===== src/nst_pkg.sv =====
package nst_pkg;

	localparam int SlotCount = 8;
	localparam int NameBytes = 16;

	localparam int SlotW = (SlotCount > 1) ? $clog2(SlotCount) : 1;
	localparam int CntW = $clog2(SlotCount + 1);

	localparam int KindW = 2;
	localparam int LenW = 5;
	localparam int NameW = 64;
	localparam int KeyBytes = 2 * NameW / 8;
	localparam int TimeW = 63;
	localparam int LapW = 32;
	localparam int MsW = 54;
	localparam int StatusW = 2;
	localparam int UsedW = 4;

	localparam logic [NameW-1:0] DefaultLow = 64'h0074_6C75_6166_6564;
	localparam int DefaultLen = 7;
	localparam logic [TimeW-1:0] UsMax = {TimeW{1'b1}};
	localparam logic [LapW-1:0] LapMax = {LapW{1'b1}};

	localparam int Divisor = 1000;
	localparam int DivRemW = $clog2(Divisor);
	localparam int DigitBits = 4;
	localparam int DivSteps = (TimeW + DigitBits - 1) / DigitBits;
	localparam int DivWorkW = DivSteps * DigitBits;
	localparam int DivCntW = $clog2(DivSteps);

	typedef enum logic [KindW-1:0] {
		KIND_START  = 2'd0,
		KIND_STOP   = 2'd1,
		KIND_LAP    = 2'd2,
		KIND_STATUS = 2'd3
	} kind_t;

	typedef enum logic [StatusW-1:0] {
		ST_OK       = 2'd0,
		ST_MISS     = 2'd1,
		ST_BAD_NAME = 2'd2
	} status_t;

endpackage


===== src/nst_keygen.sv =====
module nst_keygen (
	input  logic [nst_pkg::NameW-1:0] name_low,
	input  logic [nst_pkg::NameW-1:0] name_high,
	input  logic [nst_pkg::LenW-1:0]  name_length,
	output logic [nst_pkg::NameW-1:0] key_low,
	output logic [nst_pkg::NameW-1:0] key_high,
	output logic                      bad_name
);

	logic [2*nst_pkg::NameW-1:0] raw;
	logic [2*nst_pkg::NameW-1:0] key;
	logic                        empty;

	assign raw = {name_high, name_low};

	// A byte is kept while every byte before it is nonzero and it lies inside the length.
	always_comb begin
		logic       alive;
		logic [7:0] c;
		alive = 1'b1;
		key = '0;
		for (int i = 0; i < nst_pkg::KeyBytes; i++) begin
			c = raw[8*i +: 8];
			alive = alive && (nst_pkg::LenW'(i) < name_length) && (c != 8'h00);
			if (alive) begin
				if (c >= 8'h41 && c <= 8'h5A) begin
					key[8*i +: 8] = c + 8'h20;
				end else begin
					key[8*i +: 8] = c;
				end
			end
		end
	end

	assign empty = (key == '0);

	always_comb begin
		bad_name = (name_length > nst_pkg::LenW'(nst_pkg::NameBytes)) ||
			(empty && (nst_pkg::DefaultLen > nst_pkg::NameBytes));
		if (empty) begin
			key_low = nst_pkg::DefaultLow;
			key_high = '0;
		end else begin
			key_low = key[nst_pkg::NameW-1:0];
			key_high = key[2*nst_pkg::NameW-1:nst_pkg::NameW];
		end
	end

endmodule


===== src/nst_div1000.sv =====
module nst_div1000 (
	input  logic                      clk,
	input  logic                      arst_n,
	input  logic                      start,
	input  logic [nst_pkg::TimeW-1:0] dividend,
	output logic                      done,
	output logic [nst_pkg::TimeW-1:0] quotient
);

	logic                          busy_q;
	logic                          done_q;
	logic [nst_pkg::DivCntW-1:0]   cnt_q;
	logic [nst_pkg::DivWorkW-1:0]  work_q;
	logic [nst_pkg::DivRemW-1:0]   rem_q;
	logic [nst_pkg::DivWorkW-1:0]  work_nxt;
	logic [nst_pkg::DivRemW-1:0]   rem_nxt;

	// Restoring division, one quotient digit per cycle. Dividend bits leave the top of
	// the work register while quotient bits enter at the bottom.
	always_comb begin
		logic [nst_pkg::DivRemW:0] acc;
		work_nxt = work_q;
		rem_nxt = rem_q;
		for (int k = 0; k < nst_pkg::DigitBits; k++) begin
			acc = {rem_nxt, work_nxt[nst_pkg::DivWorkW-1]};
			work_nxt = {work_nxt[nst_pkg::DivWorkW-2:0], 1'b0};
			if (acc >= (nst_pkg::DivRemW + 1)'(nst_pkg::Divisor)) begin
				acc = acc - (nst_pkg::DivRemW + 1)'(nst_pkg::Divisor);
				work_nxt[0] = 1'b1;
			end
			rem_nxt = acc[nst_pkg::DivRemW-1:0];
		end
	end

	always_ff @(posedge clk or negedge arst_n) begin
		if (!arst_n) begin
			busy_q <= 1'b0;
			done_q <= 1'b0;
			cnt_q <= '0;
		end else begin
			done_q <= 1'b0;
			if (start) begin
				busy_q <= 1'b1;
				cnt_q <= '0;
			end else if (busy_q) begin
				cnt_q <= cnt_q + 1'b1;
				if (cnt_q == nst_pkg::DivCntW'(nst_pkg::DivSteps - 1)) begin
					busy_q <= 1'b0;
					done_q <= 1'b1;
				end
			end
		end
	end

	always_ff @(posedge clk) begin
		if (start) begin
			work_q <= nst_pkg::DivWorkW'(dividend);
			rem_q <= '0;
		end else if (busy_q) begin
			work_q <= work_nxt;
			rem_q <= rem_nxt;
		end
	end

	assign done = done_q;
	assign quotient = work_q[nst_pkg::TimeW-1:0];

endmodule


===== src/named_stopwatch_table.sv =====
// Channel  Handshake            Payload
// in       in_valid / in_ready  kind, name_low, name_high, name_length, now_us
// out      out_valid/out_ready  status, elapsed_ms, is_running, lap_count, slots_used
//
// One command at a time. A bad name goes straight to the result, start scans
// the slots (one cycle per slot through the single name comparator), and stop,
// lap and status may add the divide by 1000 at four quotient bits a cycle.
// in_ready is high only while idle; the result register lets a new command
// start while the previous result is still waiting on out_ready.
// Reset clears the slot occupancy and running flags; no clearing pass is needed.
module named_stopwatch_table (
	input  logic                        clk,
	input  logic                        arst_n,
	input  logic                        in_valid,
	output logic                        in_ready,
	input  logic [nst_pkg::KindW-1:0]   kind,
	input  logic [nst_pkg::NameW-1:0]   name_low,
	input  logic [nst_pkg::NameW-1:0]   name_high,
	input  logic [nst_pkg::LenW-1:0]    name_length,
	input  logic [nst_pkg::TimeW-1:0]   now_us,
	output logic                        out_valid,
	input  logic                        out_ready,
	output logic [nst_pkg::StatusW-1:0] status,
	output logic [nst_pkg::MsW-1:0]     elapsed_ms,
	output logic                        is_running,
	output logic [nst_pkg::LapW-1:0]    lap_count,
	output logic [nst_pkg::UsedW-1:0]   slots_used
);

	typedef enum logic [5:0] {
		S_IDLE  = 6'b000001,
		S_SCAN  = 6'b000010,
		S_DIFF  = 6'b000100,
		S_TOTAL = 6'b001000,
		S_DIV   = 6'b010000,
		S_FIN   = 6'b100000
	} state_t;

	state_t state_q;

	// Slot table.
	logic [nst_pkg::SlotCount-1:0] in_use_q;
	logic [nst_pkg::SlotCount-1:0] run_q;
	logic [nst_pkg::NameW-1:0]     name_lo_q  [nst_pkg::SlotCount];
	logic [nst_pkg::NameW-1:0]     name_hi_q  [nst_pkg::SlotCount];
	logic [nst_pkg::TimeW-1:0]     start_q    [nst_pkg::SlotCount];
	logic [nst_pkg::TimeW-1:0]     elapsed_q  [nst_pkg::SlotCount];
	logic [nst_pkg::LapW-1:0]      laps_q     [nst_pkg::SlotCount];
	logic [nst_pkg::CntW-1:0]      used_q;

	// Command context.
	nst_pkg::kind_t              kind_q;
	logic [nst_pkg::NameW-1:0]   key_lo_q;
	logic [nst_pkg::NameW-1:0]   key_hi_q;
	logic [nst_pkg::TimeW-1:0]   now_q;
	logic [nst_pkg::SlotW-1:0]   scan_q;
	logic                        found_q;
	logic [nst_pkg::SlotW-1:0]   found_idx_q;
	logic                        free_q;
	logic [nst_pkg::SlotW-1:0]   free_idx_q;
	logic                        ge_q;
	logic [nst_pkg::TimeW-1:0]   d_q;

	// Pending result.
	nst_pkg::status_t            res_status_q;
	logic                        res_run_q;
	logic [nst_pkg::LapW-1:0]    res_laps_q;
	logic                        res_div_q;

	// Output register.
	logic                        out_valid_q;
	logic [nst_pkg::StatusW-1:0] status_q;
	logic [nst_pkg::MsW-1:0]     elapsed_ms_q;
	logic                        is_running_q;
	logic [nst_pkg::LapW-1:0]    lap_count_q;
	logic [nst_pkg::UsedW-1:0]   slots_used_q;

	logic [nst_pkg::NameW-1:0]   gen_lo;
	logic [nst_pkg::NameW-1:0]   gen_hi;
	logic                        gen_bad;
	logic                        accept;
	logic [nst_pkg::SlotW-1:0]   sel_idx;
	logic [nst_pkg::SlotW-1:0]   rd_idx;
	logic                        rd_hit;
	logic                        take_slot;
	logic                        load_out;
	logic [nst_pkg::TimeW-1:0]   rd_start;
	logic [nst_pkg::TimeW-1:0]   rd_elapsed;
	logic                        now_ge;
	logic [nst_pkg::TimeW:0]     sum_up;
	logic [nst_pkg::TimeW:0]     sum_dn;
	logic [nst_pkg::TimeW-1:0]   total;
	logic                        div_start;
	logic                        div_done;
	logic [nst_pkg::TimeW-1:0]   div_quot;

	nst_keygen u_keygen (
		.name_low    (name_low),
		.name_high   (name_high),
		.name_length (name_length),
		.key_low     (gen_lo),
		.key_high    (gen_hi),
		.bad_name    (gen_bad)
	);

	nst_div1000 u_div (
		.clk      (clk),
		.arst_n   (arst_n),
		.start    (div_start),
		.dividend (total),
		.done     (div_done),
		.quotient (div_quot)
	);

	assign in_ready = (state_q == S_IDLE);
	assign accept = in_valid && in_ready;

	// A start reuses its own slot if the name exists, otherwise the lowest free one.
	assign sel_idx = found_q ? found_idx_q : free_idx_q;
	assign rd_idx = (state_q == S_SCAN) ? scan_q : sel_idx;
	assign rd_hit = in_use_q[rd_idx] && (name_lo_q[rd_idx] == key_lo_q) &&
		(name_hi_q[rd_idx] == key_hi_q);
	assign rd_start = start_q[rd_idx];
	assign rd_elapsed = elapsed_q[rd_idx];

	assign take_slot = (state_q == S_DIFF) && (kind_q == nst_pkg::KIND_START) &&
		(found_q || free_q);

	assign now_ge = (now_q >= rd_start);

	// Live total: a running slot adds the time since its start, clamped to the
	// range of a nonnegative 63-bit count.
	assign sum_up = {1'b0, rd_elapsed} + {1'b0, d_q};
	assign sum_dn = {1'b0, rd_elapsed} - {1'b0, d_q};
	always_comb begin
		if (!run_q[rd_idx]) begin
			total = rd_elapsed;
		end else if (ge_q) begin
			total = sum_up[nst_pkg::TimeW] ? nst_pkg::UsMax : sum_up[nst_pkg::TimeW-1:0];
		end else begin
			total = sum_dn[nst_pkg::TimeW] ? '0 : sum_dn[nst_pkg::TimeW-1:0];
		end
	end

	assign div_start = (state_q == S_TOTAL);
	assign load_out = (state_q == S_FIN) && (!out_valid_q || out_ready);

	always_ff @(posedge clk or negedge arst_n) begin
		if (!arst_n) begin
			state_q <= S_IDLE;
			out_valid_q <= 1'b0;
			in_use_q <= '0;
			run_q <= '0;
			used_q <= '0;
		end else begin
			if (load_out) begin
				out_valid_q <= 1'b1;
			end else if (out_ready) begin
				out_valid_q <= 1'b0;
			end

			if (take_slot) begin
				in_use_q[sel_idx] <= 1'b1;
				run_q[sel_idx] <= 1'b1;
				if (!found_q) begin
					used_q <= used_q + 1'b1;
				end
			end
			if ((state_q == S_TOTAL) && (kind_q == nst_pkg::KIND_STOP)) begin
				run_q[rd_idx] <= 1'b0;
			end

			unique case (state_q)
				S_IDLE: begin
					if (accept) begin
						state_q <= gen_bad ? S_FIN : S_SCAN;
					end
				end
				S_SCAN: begin
					if (scan_q == nst_pkg::SlotW'(nst_pkg::SlotCount - 1)) begin
						state_q <= S_DIFF;
					end
				end
				S_DIFF: begin
					if (kind_q == nst_pkg::KIND_START || !found_q) begin
						state_q <= S_FIN;
					end else if (kind_q != nst_pkg::KIND_STATUS && !run_q[rd_idx]) begin
						state_q <= S_FIN;
					end else begin
						state_q <= S_TOTAL;
					end
				end
				S_TOTAL: begin
					state_q <= S_DIV;
				end
				S_DIV: begin
					if (div_done) begin
						state_q <= S_FIN;
					end
				end
				S_FIN: begin
					if (load_out) begin
						state_q <= S_IDLE;
					end
				end
				default: begin
					state_q <= S_IDLE;
				end
			endcase
		end
	end

	// Command context and slot payload.
	always_ff @(posedge clk) begin
		if (accept) begin
			kind_q <= nst_pkg::kind_t'(kind);
			key_lo_q <= gen_lo;
			key_hi_q <= gen_hi;
			now_q <= now_us;
			scan_q <= '0;
			found_q <= 1'b0;
			free_q <= 1'b0;
			found_idx_q <= '0;
			free_idx_q <= '0;
			res_status_q <= gen_bad ? nst_pkg::ST_BAD_NAME : nst_pkg::ST_OK;
			res_run_q <= 1'b0;
			res_laps_q <= '0;
			res_div_q <= 1'b0;
		end

		if (state_q == S_SCAN) begin
			scan_q <= scan_q + 1'b1;
			if (rd_hit && !found_q) begin
				found_q <= 1'b1;
				found_idx_q <= scan_q;
			end
			if (!in_use_q[rd_idx] && !free_q) begin
				free_q <= 1'b1;
				free_idx_q <= scan_q;
			end
		end

		if (state_q == S_DIFF) begin
			ge_q <= now_ge;
			d_q <= now_ge ? (now_q - rd_start) : (rd_start - now_q);
			if (kind_q == nst_pkg::KIND_START) begin
				if (!take_slot) begin
					res_status_q <= nst_pkg::ST_MISS;
				end
			end else if (!found_q) begin
				res_status_q <= nst_pkg::ST_MISS;
			end else if (kind_q != nst_pkg::KIND_STATUS && !run_q[rd_idx]) begin
				res_status_q <= nst_pkg::ST_MISS;
			end
		end

		if (take_slot) begin
			name_lo_q[sel_idx] <= key_lo_q;
			name_hi_q[sel_idx] <= key_hi_q;
			start_q[sel_idx] <= now_q;
			elapsed_q[sel_idx] <= '0;
			laps_q[sel_idx] <= '0;
		end

		if (state_q == S_TOTAL) begin
			res_div_q <= 1'b1;
			case (kind_q)
				nst_pkg::KIND_STOP: begin
					elapsed_q[rd_idx] <= total;
				end
				nst_pkg::KIND_LAP: begin
					if (laps_q[rd_idx] != nst_pkg::LapMax) begin
						laps_q[rd_idx] <= laps_q[rd_idx] + 1'b1;
					end
				end
				nst_pkg::KIND_STATUS: begin
					res_run_q <= run_q[rd_idx];
					res_laps_q <= laps_q[rd_idx];
				end
				default: begin
				end
			endcase
		end

		if (load_out) begin
			status_q <= res_status_q;
			elapsed_ms_q <= res_div_q ? div_quot[nst_pkg::MsW-1:0] : '0;
			is_running_q <= res_run_q;
			lap_count_q <= res_laps_q;
			slots_used_q <= nst_pkg::UsedW'(used_q);
		end
	end

	assign out_valid = out_valid_q;
	assign status = status_q;
	assign elapsed_ms = elapsed_ms_q;
	assign is_running = is_running_q;
	assign lap_count = lap_count_q;
	assign slots_used = slots_used_q;

	// The occupancy counter tracks the in-use flags.
	a_used_count: assert property (@(posedge clk) disable iff (!arst_n)
		used_q == nst_pkg::CntW'($countones(in_use_q)))
		else $error("slot count disagrees with in-use flags");

	// Only an occupied slot can be running.
	a_run_in_use: assert property (@(posedge clk) disable iff (!arst_n)
		(run_q & ~in_use_q) == '0)
		else $error("running flag set on a free slot");

	// The divider reports completion only while the sequencer waits for it.
	a_div_done: assert property (@(posedge clk) disable iff (!arst_n)
		div_done |-> (state_q == S_DIV))
		else $error("divider finished outside its wait state");

	// An accepted transaction either scans the table or goes straight to the result.
	a_accept_next: assert property (@(posedge clk) disable iff (!arst_n)
		accept |=> (state_q == S_SCAN || state_q == S_FIN))
		else $error("unexpected state after accepting a transaction");

endmodule

===== config.mk =====
export PLATFORM = sky130hd
export DESIGN_NAME = named_stopwatch_table
export DESIGN_NICKNAME = d
export VERILOG_FILES = /design/src/nst_pkg.sv /design/src/nst_keygen.sv /design/src/nst_div1000.sv /design/src/named_stopwatch_table.sv
export SDC_FILE = /design/constraint.sdc
export NUM_CORES = 2
export LEC_CHECK = 0
export ABC_AREA = 1
export BUFFER_PORTS_ARGS = -buffer_cell sky130_fd_sc_hd__buf_2
export CAP_MARGIN = 15
export CORE_MARGIN = 8
export CORE_UTILIZATION = 59
export CTS_CLUSTER_DIAMETER = 100
export DETAILED_ROUTE_END_ITERATION = 8
export GPL_ROUTABILITY_DRIVEN = 1
export GPL_TIMING_DRIVEN = 0
export PLACE_DENSITY_LB_ADDON = 0.3
export SLEW_MARGIN = 10
export SYNTH_ARGS = -nofsm -noshare
export SYNTH_HDL_FRONTEND = slang
export SYNTH_HIERARCHICAL = 1
export SYNTH_SLANG_ARGS = --single-unit

===== constraint.sdc =====
create_clock -name clk -period 36.9 [get_ports clk]
set_clock_uncertainty 0.1 [all_clocks]
set_input_delay 5.535 -clock clk [delete_from_list [all_inputs] [get_ports clk]]
set_output_delay 5.535 -clock clk [all_outputs]
set_load 0.01 [all_outputs]

==> metrics.cfg <==
[clock_tree]
post_cts_buffers = 0
clk_path_buf_depth = 4
cts_num_sinks = 2792
cts_resized = 0
numCtsBuffers = 293
cts.htree.levels = 5
clkSlewWorstSetupHoldPaths_ps = 70
clock_network_latency_to_the_later_pin_of_the_worst_skew_pair_ps = 990
cts_tree = yes
post_cts_hold_buffer_count = 0
clockRootBuffer = sky130_fd_sc_hd__clkbuf_16

[floorplanning]
die_area_sq_um = 240000
ioPinCount = 297
initial_cell_density_of_the_core = 0.592
chipHeight_um = 490
placement_rows = 174
core-area_sq_um = 224000
die_width_um = 490

[place]
place_hpwl_um = 371000
place.port_buffers = 296
place.gp.congestion = 1.04

[detailed_routing]
firstDrtPassIters = 8
antenna_violating_nets_post_route = 0
finalWirelength_um = 501000
viasPerCell = 6.32
drc = 0
drt_first_iter_violations = 17500
detail_route.wl_per_cell_um = 29.6
detailroute.via_count = 107000

[critical_path]
arrival_ps = 10660
criticalPathCategory = flip-flop to flip-flop
worstSetupStartpointType = flip-flop
path_max_fanout = 11
worstSetupEndpointType = flip-flop
worst_ep_required_time_ps = 37400

[grt]
globalRouteTotalUtil = 0.399
grt_antenna_before_repair = 34
grt_pass1_wl_um = 703000
number_of_global_route_vias_before_repair = 102000
grt_start_max_net_pins = 64
grt-ovfl-total = 0

[sta]
totalNegativeSetupSlack_ps = 0
setup_viol_count_final = 0
final.min_clock_period_ps = 10160
achievable-frequency_mhz = 98.4
min_period_over_period = 0.275
setup_repair_after_global_routing_missed_its_margin = false
max-slew-margin-rel = 0.0929
report.final.slew_viol_count = 0
hold_viol_final = 0
worst-slew-pin-transition_ps = 1350

[synthesis]
yosys_warns = 6
synth_area_per_cell_sq_um = 10.2
synthesis.nets = 13500
mappedNetlistArea_sq_um = 133000
post_synth_inst_count = 13000

[job]
cap_viol_max_count = 0

[finish]
flow.area_growth_from_synthesis_pct = 13.0
final_net_count = 14200
post_route_cells_drive_above_1_share = 0.105
fill_cell_count = 16200

[run_status]
run_status = finished, final reports clean

[min_path]
min_delay_worst_type = flip-flop to flip-flop

[final cells by class]
class / count / area [sq um] / area share
diodes: 15 / 37.5 / 0.000250
plain buffers: 571 / 3400 / 0.0227
clock buffers: 354 / 7770 / 0.0518
clock inverters: 151 / 1420 / 0.00945
inverters: 1193 / 4490 / 0.0299
multi-input cells: 8461 / 41900 / 0.279
flip-flops and latches: 2792 / 83100 / 0.555
well taps: 2992 / 3740 / 0.0250
repair buffers: 416 / 4040 / 0.0270
[flip-flops by register name, indices dropped and copies added, names as in the netlist, 4 cells and up]
| signal | cells |
|---|---|
| in_use_q | 8 |
| name_lo_q | 512 |
| now_q | 63 |
| lap_count | 32 |
| key_hi_q | 64 |
| res_laps_q | 32 |
| key_lo_q | 64 |
| state_q | 6 |
| elapsed_ms | 54 |
| name_hi_q | 512 |
| d_q | 63 |
| laps_q | 256 |
| run_q | 8 |
| u_div/work_q | 64 |
| start_q | 504 |
| elapsed_q | 504 |
| u_div/cnt_q | 4 |
| u_div/rem_q | 10 |
| slots_used | 4 |
| used_q | 4 |
[worst paths after layout]
check / start / end / slack [ps] / cells past startpoint
min: res_laps_q[16] / lap_count[16] / 330 / 0
min reg2reg: res_laps_q[16] / lap_count[16] / 330 / 0
max: state_q[5] / elapsed_q[2][51] / 26740 / 27
max reg2reg: state_q[5] / elapsed_q[2][51] / 26740 / 27
max in group asynchronous: arst_n / in_use_q[5] / 31560 / 1
min in group asynchronous: arst_n / run_q[1] / 4580 / 1
[stage by stage]
stage	std cells	hold slack [ps]	setup WS, ps	utilization	instance area (sq um)
after global routing	16900	347	26660	0.668	150000
after detailed placement	16400	319	27000	0.627	141000
final	16900	332	26740	0.668	150000
after global placement	16300	325	11120	0.615	138000
after floorplan	13000	309	19950	-	133000
after CTS	16900	333	27030	0.668	150000
[critical path, stage by stage (launching register included)]
cell,delay (ps)
sky130_fd_sc_hd__dfrtp_1,420
sky130_fd_sc_hd__nor2_4,270
sky130_fd_sc_hd__nand4_2,360
sky130_fd_sc_hd__nand2_4,330
sky130_fd_sc_hd__buf_4,240
sky130_fd_sc_hd__buf_6,240
sky130_fd_sc_hd__buf_4,440
sky130_fd_sc_hd__buf_4,280
sky130_fd_sc_hd__buf_4,250
sky130_fd_sc_hd__clkbuf_1,570
sky130_fd_sc_hd__a21oi_1,210
sky130_fd_sc_hd__a311oi_2,670
sky130_fd_sc_hd__ha_1,210
sky130_fd_sc_hd__clkbuf_1,600
sky130_fd_sc_hd__o21bai_1,320
sky130_fd_sc_hd__a21oi_1,310
sky130_fd_sc_hd__inv_1,70
sky130_fd_sc_hd__a21oi_1,220
sky130_fd_sc_hd__inv_1,80
sky130_fd_sc_hd__a21oi_1,200
sky130_fd_sc_hd__nand3_1,200
sky130_fd_sc_hd__nand3_1,260
sky130_fd_sc_hd__nand2_1,240
sky130_fd_sc_hd__nor2_1,670
sky130_fd_sc_hd__clkbuf_1,850
sky130_fd_sc_hd__nand3_1,270
sky130_fd_sc_hd__nand3_1,470
sky130_fd_sc_hd__a21oi_1,390
[layout by cell type (no fill, tap or decap), drive strengths merged, types with 9 or more instances in the layout]
master       n
o21bai      29
edfxtp    2704
o21a       141
o21ai      672
dfxtp       55
o2111ai     12
clkbuf     511
diode       15
nor3        78
nand3b      10
a21o        31
nand2     3568
a311oi      44
nand3     1266
a211oi      10
a31oi       47
o211ai     120
bufinv      24
a221oi      12
clkinv     116
or2         96
a21boi      25
xor2       134
nor2      1044
a21oi      585
ha         273
buf        830
dfrtp       32
nand4      154
clkinvlp     9
nor4        16
xnor2       19
inv       1195
[layer usage]
metal | global-route usage | share of wire | up-vias
li1 | - | - | 46000
met3 | 0.119 | 0.14 | 1658
met4 | 0.210 | 0.065 | 24
met2 | 0.609 | 0.44 | 8794
met5 | 0 | 0.00030 | -
met1 | 0.518 | 0.35 | 50600
Power is not shown: default switching activity piles up to over one toggle a cycle in this logic, so the estimate is an artifact.
